===== src/hw/rtl/hpti_pkg.sv =====
// Shared types and constants of the hashed pair table insert unit.
`timescale 1ns / 1ps

package hpti_pkg;

    // Field widths fixed by the request and response formats.
    localparam int TYPE_W  = 4;
    localparam int CFG_W   = 4;
    localparam int SLOT_W  = 8;
    localparam int PROBE_W = 9;

    // Reset value of the table size register (log2 of the active size).
    localparam logic [CFG_W-1:0] CFG_SIZE_LOG2_RESET = 4'd7;

    // FNV-1a constants; the key is two 32-bit words hashed one byte per step.
    localparam logic [31:0] HASH_BASIS      = 32'd2166136261;
    localparam logic [31:0] HASH_PRIME      = 32'd16777619;
    localparam int          HASH_WORD_BYTES = 4;
    localparam int          HASH_STEPS      = 2 * HASH_WORD_BYTES;
    localparam int          HASH_CNT_W      = $clog2(HASH_STEPS);

    // Response status codes.
    localparam logic STATUS_PLACED = 1'b0;
    localparam logic STATUS_FULL   = 1'b1;

    // One insert request.
    typedef struct packed {
        logic [TYPE_W-1:0] first_reactant;
        logic [TYPE_W-1:0] second_reactant;
        logic [TYPE_W-1:0] first_product;
        logic [TYPE_W-1:0] second_product;
    } t_req;

    // One insert response.
    typedef struct packed {
        logic               status;
        logic [SLOT_W-1:0]  slot;
        logic [PROBE_W-1:0] probes_used;
        logic [PROBE_W-1:0] longest_chain;
    } t_rsp;

    // One table entry; the reactants sit in the low byte.
    typedef struct packed {
        logic [TYPE_W-1:0] second_product;
        logic [TYPE_W-1:0] first_product;
        logic [TYPE_W-1:0] second_reactant;
        logic [TYPE_W-1:0] first_reactant;
    } t_entry;

    // Table port controls driven by the sequencer.
    typedef struct packed {
        logic rd_en;
        logic wr_en;
    } t_tbl_ctl;

endpackage


===== src/hw/rtl/hashed_pair_table_insert_unit.sv =====
// Top level of the hashed pair table insert unit: sequencer, size register, result.
//
// Each request inserts one entry (two reactant types, two product types) into an
// open-addressed table. The key is hashed with FNV-1a and folded, then a
// triangular probe walk looks for the first slot whose reactants are both zero.
// Requests arrive on i_req_valid / o_req_ready; responses leave on
// o_rsp_valid / i_rsp_ready and carry status, slot, probe count and the longest
// probe run since reset. i_cfg_we writes the log2 table size (reset value 7).
// One request is in flight at a time. After acceptance the key is hashed on the
// shared hash multiplier; each probe is then one table read and one compare,
// since the table has a single port with registered read data. The next request
// is taken the cycle after the response is accepted.
// After reset a clearing pass writes every table entry to zero, one per cycle;
// no request is taken meanwhile. A stalled response holds in its output register.
`timescale 1ns / 1ps

module hashed_pair_table_insert_unit
    import hpti_pkg::*;
#(
    parameter int TABLE_DEPTH = 256
) (
    input  logic             i_clk,
    input  logic             i_rst_n,
    input  logic             i_req_valid,
    output logic             o_req_ready,
    input  t_req             i_req,
    output logic             o_rsp_valid,
    input  logic             i_rsp_ready,
    output t_rsp             o_rsp,
    input  logic             i_cfg_we,
    input  logic [CFG_W-1:0] i_cfg_wdata
);

    localparam int FLOOR_LOG2 = $clog2(TABLE_DEPTH + 1) - 1;
    localparam int ADDR_W     = (FLOOR_LOG2 > 0) ? FLOOR_LOG2 : 1;
    localparam int MAX_SIZE   = 1 << FLOOR_LOG2;
    localparam int STEP_W     = ADDR_W + 1;
    localparam int CMP_W      = (STEP_W > PROBE_W) ? STEP_W : PROBE_W;

    typedef enum logic [5:0] {
        S_CLEAR = 6'b000001,
        S_IDLE  = 6'b000010,
        S_HASH  = 6'b000100,
        S_ADDR  = 6'b001000,
        S_CHECK = 6'b010000,
        S_DONE  = 6'b100000
    } t_state;

    t_state              r_state;
    t_state              n_state;
    logic [CFG_W-1:0]    r_size_log2;
    logic [ADDR_W-1:0]   r_clr_addr;
    logic [ADDR_W-1:0]   r_index;
    logic [ADDR_W-1:0]   n_index;
    logic [STEP_W-1:0]   r_step;
    logic [STEP_W-1:0]   n_step;
    logic [PROBE_W-1:0]  r_longest;
    logic [PROBE_W-1:0]  n_longest;
    t_entry              r_entry;
    t_rsp                r_rsp;
    t_rsp                n_rsp;

    logic                w_accept;
    logic                w_hash_done;
    logic [31:0]         w_hash;
    logic [STEP_W-1:0]   w_size;
    logic [ADDR_W-1:0]   w_mask;
    logic [ADDR_W-1:0]   w_probe_idx;
    logic                w_empty;
    logic                w_finish;
    t_tbl_ctl            w_tbl_ctl;
    logic [ADDR_W-1:0]   w_tbl_addr;
    t_entry              w_tbl_wdata;
    t_entry              w_tbl_rdata;

    assign w_accept    = i_req_valid && o_req_ready;
    assign o_req_ready = (r_state == S_IDLE);
    assign o_rsp_valid = (r_state == S_DONE);
    assign o_rsp       = r_rsp;

    // Size register; the host must write it only while no request is in flight (not enforced here).
    always_ff @(posedge i_clk) begin
        if (!i_rst_n) begin
            r_size_log2 <= CFG_SIZE_LOG2_RESET;
        end else if (i_cfg_we) begin
            r_size_log2 <= i_cfg_wdata;
        end
    end

    // Active size saturates at the largest power of two the table holds.
    always_comb begin
        if (int'(r_size_log2) > FLOOR_LOG2) begin
            w_size = STEP_W'(MAX_SIZE);
        end else begin
            w_size = STEP_W'(1) << r_size_log2;
        end
        w_mask      = ADDR_W'(w_size - 1'b1);
        w_probe_idx = (r_index + ADDR_W'(r_step)) & w_mask;
        w_empty     = (w_tbl_rdata.first_reactant == '0) &&
                      (w_tbl_rdata.second_reactant == '0);
    end

    // Key hash unit.
    hpti_hash u_hash (
        .i_clk             (i_clk),
        .i_rst_n           (i_rst_n),
        .i_start           (w_accept),
        .i_first_reactant  (i_req.first_reactant),
        .i_second_reactant (i_req.second_reactant),
        .o_done            (w_hash_done),
        .o_hash            (w_hash)
    );

    // Table port: clear sweep, probe read, or entry write.
    always_comb begin
        w_tbl_ctl   = '0;
        w_tbl_addr  = r_index;
        w_tbl_wdata = r_entry;
        case (r_state)
            S_CLEAR: begin
                w_tbl_ctl.wr_en = 1'b1;
                w_tbl_addr      = r_clr_addr;
                w_tbl_wdata     = '0;
            end
            S_ADDR: begin
                w_tbl_ctl.rd_en = 1'b1;
                w_tbl_addr      = w_probe_idx;
            end
            S_CHECK: begin
                w_tbl_ctl.wr_en = w_empty;
            end
            default: begin
                w_tbl_ctl = '0;
            end
        endcase
    end

    hpti_table #(
        .ADDR_W (ADDR_W)
    ) u_table (
        .i_clk   (i_clk),
        .i_ctl   (w_tbl_ctl),
        .i_addr  (w_tbl_addr),
        .i_wdata (w_tbl_wdata),
        .o_rdata (w_tbl_rdata)
    );

    // Sequencer and probe walk.
    always_comb begin
        n_state   = r_state;
        n_index   = r_index;
        n_step    = r_step;
        n_longest = r_longest;
        n_rsp     = r_rsp;
        w_finish  = 1'b0;
        case (r_state)
            S_CLEAR: begin
                if (r_clr_addr == ADDR_W'((1 << ADDR_W) - 1)) begin
                    n_state = S_IDLE;
                end
            end
            S_IDLE: begin
                if (w_accept) begin
                    n_state = S_HASH;
                end
            end
            S_HASH: begin
                if (w_hash_done) begin
                    n_index = w_hash[ADDR_W-1:0];
                    n_step  = '0;
                    n_state = S_ADDR;
                end
            end
            S_ADDR: begin
                n_index = w_probe_idx;
                n_step  = r_step + 1'b1;
                n_state = S_CHECK;
            end
            S_CHECK: begin
                if (w_empty) begin
                    w_finish     = 1'b1;
                    n_rsp.status = STATUS_PLACED;
                    n_rsp.slot   = SLOT_W'(r_index);
                end else if (r_step == w_size) begin
                    w_finish     = 1'b1;
                    n_rsp.status = STATUS_FULL;
                    n_rsp.slot   = '0;
                end else begin
                    n_state = S_ADDR;
                end
                if (w_finish) begin
                    if (CMP_W'(r_step) > CMP_W'(r_longest)) begin
                        n_longest = PROBE_W'(r_step);
                    end
                    n_rsp.probes_used   = PROBE_W'(r_step);
                    n_rsp.longest_chain = n_longest;
                    n_state             = S_DONE;
                end
            end
            S_DONE: begin
                if (i_rsp_ready) begin
                    n_state = S_IDLE;
                end
            end
            default: begin
                n_state = S_IDLE;
            end
        endcase
    end

    // Control registers.
    always_ff @(posedge i_clk) begin
        if (!i_rst_n) begin
            r_state    <= S_CLEAR;
            r_clr_addr <= '0;
            r_longest  <= '0;
        end else begin
            r_state   <= n_state;
            r_longest <= n_longest;
            if (r_state == S_CLEAR) begin
                r_clr_addr <= r_clr_addr + 1'b1;
            end
        end
    end

    // Payload registers.
    always_ff @(posedge i_clk) begin
        r_index <= n_index;
        r_step  <= n_step;
        r_rsp   <= n_rsp;
        if (w_accept) begin
            r_entry.first_reactant  <= i_req.first_reactant;
            r_entry.second_reactant <= i_req.second_reactant;
            r_entry.first_product   <= i_req.first_product;
            r_entry.second_product  <= i_req.second_product;
        end
    end

`ifndef SYNTHESIS
    // Requests are never taken while a response is pending.
    a_one_in_flight: assert property (@(posedge i_clk) disable iff (!i_rst_n)
        !(o_req_ready && o_rsp_valid))
        else $error("request ready while a response is pending");

    // A response never appears right after a request is accepted.
    a_no_early_rsp: assert property (@(posedge i_clk) disable iff (!i_rst_n)
        (i_req_valid && o_req_ready) |=> !o_rsp_valid)
        else $error("response valid in the cycle after acceptance");

    // A full table reports slot zero.
    a_full_slot: assert property (@(posedge i_clk) disable iff (!i_rst_n)
        (o_rsp_valid && (o_rsp.status == STATUS_FULL)) |-> (o_rsp.slot == '0))
        else $error("full status with a nonzero slot");

    // The longest chain never shrinks between responses.
    a_longest_mono: assert property (@(posedge i_clk) disable iff (!i_rst_n)
        $rose(o_rsp_valid) |-> (r_longest >= $past(r_longest)))
        else $error("longest chain decreased");
`endif

endmodule


===== src/hw/rtl/hpti_hash.sv =====
// Iterative FNV-1a key hash with one shared 32-bit multiplier.
`timescale 1ns / 1ps

module hpti_hash
    import hpti_pkg::*;
(
    input  logic              i_clk,
    input  logic              i_rst_n,
    input  logic              i_start,
    input  logic [TYPE_W-1:0] i_first_reactant,
    input  logic [TYPE_W-1:0] i_second_reactant,
    output logic              o_done,
    output logic [31:0]       o_hash
);

    logic [31:0]           r_h;
    logic [31:0]           n_h;
    logic [HASH_CNT_W-1:0] r_cnt;
    logic                  r_busy;
    logic                  r_done;
    logic [TYPE_W-1:0]     r_key0;
    logic [TYPE_W-1:0]     r_key1;
    logic [7:0]            w_byte;
    logic [31:0]           w_mixed;

    // Only the low byte of each key word is nonzero.
    always_comb begin
        if (r_cnt == '0) begin
            w_byte = 8'(r_key0);
        end else if (r_cnt == HASH_CNT_W'(HASH_WORD_BYTES)) begin
            w_byte = 8'(r_key1);
        end else begin
            w_byte = 8'd0;
        end
        w_mixed = r_h ^ {24'd0, w_byte};
        n_h     = w_mixed * HASH_PRIME;
    end

    // One multiply per cycle over the eight key bytes.
    always_ff @(posedge i_clk) begin
        if (!i_rst_n) begin
            r_busy <= 1'b0;
            r_done <= 1'b0;
            r_cnt  <= '0;
        end else begin
            r_done <= r_busy && !i_start && (r_cnt == HASH_CNT_W'(HASH_STEPS - 1));
            if (i_start) begin
                r_busy <= 1'b1;
                r_cnt  <= '0;
            end else if (r_busy) begin
                r_cnt <= r_cnt + 1'b1;
                if (r_cnt == HASH_CNT_W'(HASH_STEPS - 1)) begin
                    r_busy <= 1'b0;
                end
            end
        end
    end

    // Hash datapath registers.
    always_ff @(posedge i_clk) begin
        if (i_start) begin
            r_h    <= HASH_BASIS;
            r_key0 <= i_first_reactant;
            r_key1 <= i_second_reactant;
        end else if (r_busy) begin
            r_h <= n_h;
        end
    end

    // Fold the upper half into the lower half.
    assign o_done = r_done;
    assign o_hash = r_h ^ {16'd0, r_h[31:16]};

endmodule


===== src/hw/rtl/hpti_table.sv =====
// Entry table memory with one address port and registered read data.
`timescale 1ns / 1ps

module hpti_table
    import hpti_pkg::*;
#(
    parameter int ADDR_W = 8
) (
    input  logic              i_clk,
    input  t_tbl_ctl          i_ctl,
    input  logic [ADDR_W-1:0] i_addr,
    input  t_entry            i_wdata,
    output t_entry            o_rdata
);

    localparam int DEPTH = 1 << ADDR_W;

    t_entry r_mem [DEPTH];
    t_entry r_rdata;

    // Write and registered read share the address.
    always_ff @(posedge i_clk) begin
        if (i_ctl.wr_en) begin
            r_mem[i_addr] <= i_wdata;
        end
        if (i_ctl.rd_en) begin
            r_rdata <= r_mem[i_addr];
        end
    end

    assign o_rdata = r_rdata;

endmodule

===== config.mk =====
export PLATFORM = sky130hd
export DESIGN_NAME = hashed_pair_table_insert_unit
export DESIGN_NICKNAME = d
export VERILOG_FILES = /design/src/hw/rtl/hpti_pkg.sv /design/src/hw/rtl/hashed_pair_table_insert_unit.sv /design/src/hw/rtl/hpti_hash.sv /design/src/hw/rtl/hpti_table.sv
export SDC_FILE = /design/constraint.sdc
export NUM_CORES = 2
export LEC_CHECK = 0
export BUFFER_PORTS_ARGS = -buffer_cell sky130_fd_sc_hd__buf_2
export CAP_MARGIN = 20
export CORE_MARGIN = 10
export CORE_UTILIZATION = 55
export DETAILED_ROUTE_END_ITERATION = 16
export PLACE_DENSITY = 0.73
export SYNTH_ARGS = -nofsm -noshare
export SYNTH_HDL_FRONTEND = slang
export SYNTH_SLANG_ARGS = --single-unit

===== constraint.sdc =====
create_clock -name i_clk -period 9.5 [get_ports i_clk]
set_input_delay 1.9 -clock i_clk [delete_from_list [all_inputs] [get_ports i_clk]]
set_output_delay 1.9 -clock i_clk [all_outputs]
set_load 0.01 [all_outputs]

==> qor.csv <==
metric,value,unit
tritoncts.num_buffers,206,
finalHoldViolCount,0,
syn_area_per_cell,13.3,um^2
dp_cells,8762,
final_nets,7004,
yosysWarnings,0,
antenna_found_initial,13,
cts.repair.resized,0,
critical_path_class,flip-flop to flip-flop,
final_cell_mix,"2,108 x edfxtp_1, 1,560 x nand2_1, 504 x nand3_1",
grt_pass1_wl,382000,um
synth_ff_type,edfxtp_1,
synth.net_count,7076,
clockBufferDepth,3,
hp-class,flip-flop to flip-flop,
die_x,427,um
clock_sinks,2164,
routedWlPerCell,28.8,um
worstPathCellList,mux2_2 -> nand2_1 -> xnor2_1 -> ha_1 -> ha_1 -> fa_1 -> ha_1 -> inv_1 -> fa_1 -> inv_1 -> ha_1 -> inv_1 -> fa_1 -> inv_1 -> ha_1 -> nand2_1 -> nor2_1 -> nand3_1 -> a21boi_0 -> o211ai_1 -> a311oi_1 -> a31oi_1 -> o41ai_1 -> nor2_1,
synth_top_family_by_area,simple AND/OR/NAND/NOR gates,
ys_ff_latch,2164,
cp_top_family,adder cells,
end_kind,flip-flop,
final_util,60.6,%
vdd_drop_max,1050,uV
fmax,155,MHz
setup_slack,3.04,ns
clk_latency,0.89,ns
grt-ovfl-total,0,
yosysSeqAreaShare,70.6,%
rsz0062_at_grt,no,
syn2layout_area_growth,9.60,%
async_flop_share,0,%
yosys.area_share.xor_xnor,0.576,%
routed_via_density,6.52,
synth-compound-area-share,6.53,%
cts-root-buf,clkbuf_16,
dp_hpwl,152000,um
grt_start_max_net_pins,255,
finalSetupTns,0,ns
p_per_area,366,nW/um^2
track_usage,28.3,%
ys_top_cells_by_area,"edfxtp_1 69%, nand2_1 6.4%, nand3_1 2.8%",
die_area,183000,um^2
maxCapViolCount,0,
drc_errors,0,
leakagePower,34.2,nW
dr_total_vias,59700,
postCtsSetupRepairBufs,0,
synthSimpleGateAreaFrac,13.3,%
ant_nets,0,
gp_congestion,0.922,
synthCells,6856,
status,completed,
cp-start-kind,flip-flop,
crit_top_cell,ha_1,
drtIter0Drc,9611,
crit_slowest_cell,fa_1,
fin_crit,6.46,ns
cpPeakStageDelay,0.51,ns
htree_levels,4,
synthDominantCellAreaShare,69.4,%
first_global_vias,56800,
cp_num_buf_inv,4,
final_common_cell,edfxtp_1,
synth_top_area_cell,edfxtp_1,
firstDrtPassIters,8,
post_synth_instance_area,91200,um^2
synth_cell_types,94,
initial_utilization,55.3,%
yosys.area_share.adder,3.03,%
dp_slack,3.18,ns
wl,264000,um
cts_tree,built,
cts_hold_buf,0,
finalSetupViolCount,0,
row_count,149,
final.period_utilization,68.0,%
layoutNonFillerInstCount,9159,
slew_headroom,7.86,%
worst_pin_slew,1.38,ns
slew_violations,0,
core-area,165000,um^2
synth_edf_count,2108,
worstPathRequired,10.23,ns
cp.arrival,7.18,ns
place.port_buffers,45,
synthMuxAreaShare,2.92,%
crit_fanout,6,
ioPinCount,54,
die_h,427,um
clkSlewWorstSetupHoldPaths,0.06,ns
fin_skew,0.0627,ns
layout-drive-gt1-share,7.87,%
## per-layer routing
layer / GRT usage [%] / wire [um] / share of wire [%]
met1: 36.9 / 92900 / 35
met2: 43.1 / 119000 / 45
met3: 8.11 / 35900 / 14
met4: 15.2 / 16000 / 6.0
met5: 0 / 97 / 0.037
## layout make-up
class	instances	area, um^2
Fill cell	12200	65000
Sequential cell	2164	64400
Multi-Input combinational cell	4072	24200
Clock buffer	270	5430
Tap cell	2189	2740
Timing Repair Buffer	171	1520
Clock inverter	116	1030
Inverter	169	634
Antenna cell	8	20.0
## flip-flops by register name, indices dropped and copies added (netlist names)
name	flops
r_longest	9
r_state	6
u_hash.r_cnt	3
o_rsp	27
u_table.r_mem	2048
u_hash.r_key0	4
r_index	8
u_hash.o_done	1
r_clr_addr	8
u_hash.r_h	24
r_step	9
u_table.o_rdata	8
u_hash.r_key1	4
r_size_log2	4
u_hash.r_busy	1
## cell families (layout without fill, tap and decap cells)
group,count (synthesis),count (layout)
AND/OR/NAND/NOR,2801,2801
flip-flops,2164,2164
AO/OA/AOI/OAI,790,790
buffers and inverters,620,726
multiplexers,226,226
adder cells (fa/ha/maj),195,195
XOR/XNOR,60,60
other,0,8
## tightest hold or removal path, delay by kind of cell (launching register included)
family / cells / cell delay (ns)
flops: 1 / 0.32
mux: 1 / 0.12
simple gates: 1 / 0.06
## final timing paths
| path | start | endpoint | slack (ns) | cells after the start |
|---|---|---|---|---|
| max | u_hash.r_cnt[2]$_SDFFE_PP0P_ | u_hash.r_h[23]$_SDFFE_PP0P_ | 3.04 | 24 |
| min | r_longest[3]$_SDFFE_PN0P_ | r_longest[3]$_SDFFE_PN0P_ | 0.54 | 2 |
| max reg2reg | u_hash.r_cnt[2]$_SDFFE_PP0P_ | u_hash.r_h[23]$_SDFFE_PP0P_ | 3.04 | 24 |
| min reg2reg | r_longest[3]$_SDFFE_PN0P_ | r_longest[3]$_SDFFE_PN0P_ | 0.54 | 2 |
## stage by stage
stage	cell area (um^2)	hold slack [ns]	total power, mW
3_5_place_dp	93400	0.526	28.4
5_1_grt	100000	0.559	38.7
4_1_cts	99900	0.538	36.3
3_3_place_gp	93400	0.510	28.1
6_report	100000	0.541	36.6
2_1_floorplan	91200	0.451	23.8
## cell usage after synthesis, types with 72 or more instances
library cell / count
edfxtp_1: 2108
nand2_1: 1560
nand3_1: 507
nor2_1: 384
buf_2: 270
mux2i_1: 181
inv_1: 167
ha_1: 152
a31oi_1: 133
clkbuf_1: 113
and3_1: 100
a311oi_1: 99
a21oi_1: 88
a32oi_1: 73
nand4_1: 72
## where the power goes
group | internal, mW | leakage [nW] | switching, mW
logic | 6.39 | 11.2 | 11.1
registers | 11.0 | 19.9 | 0.165
clock network | 4.32 | 3.14 | 3.62
Note: power is estimated with default switching activity, not from simulation.
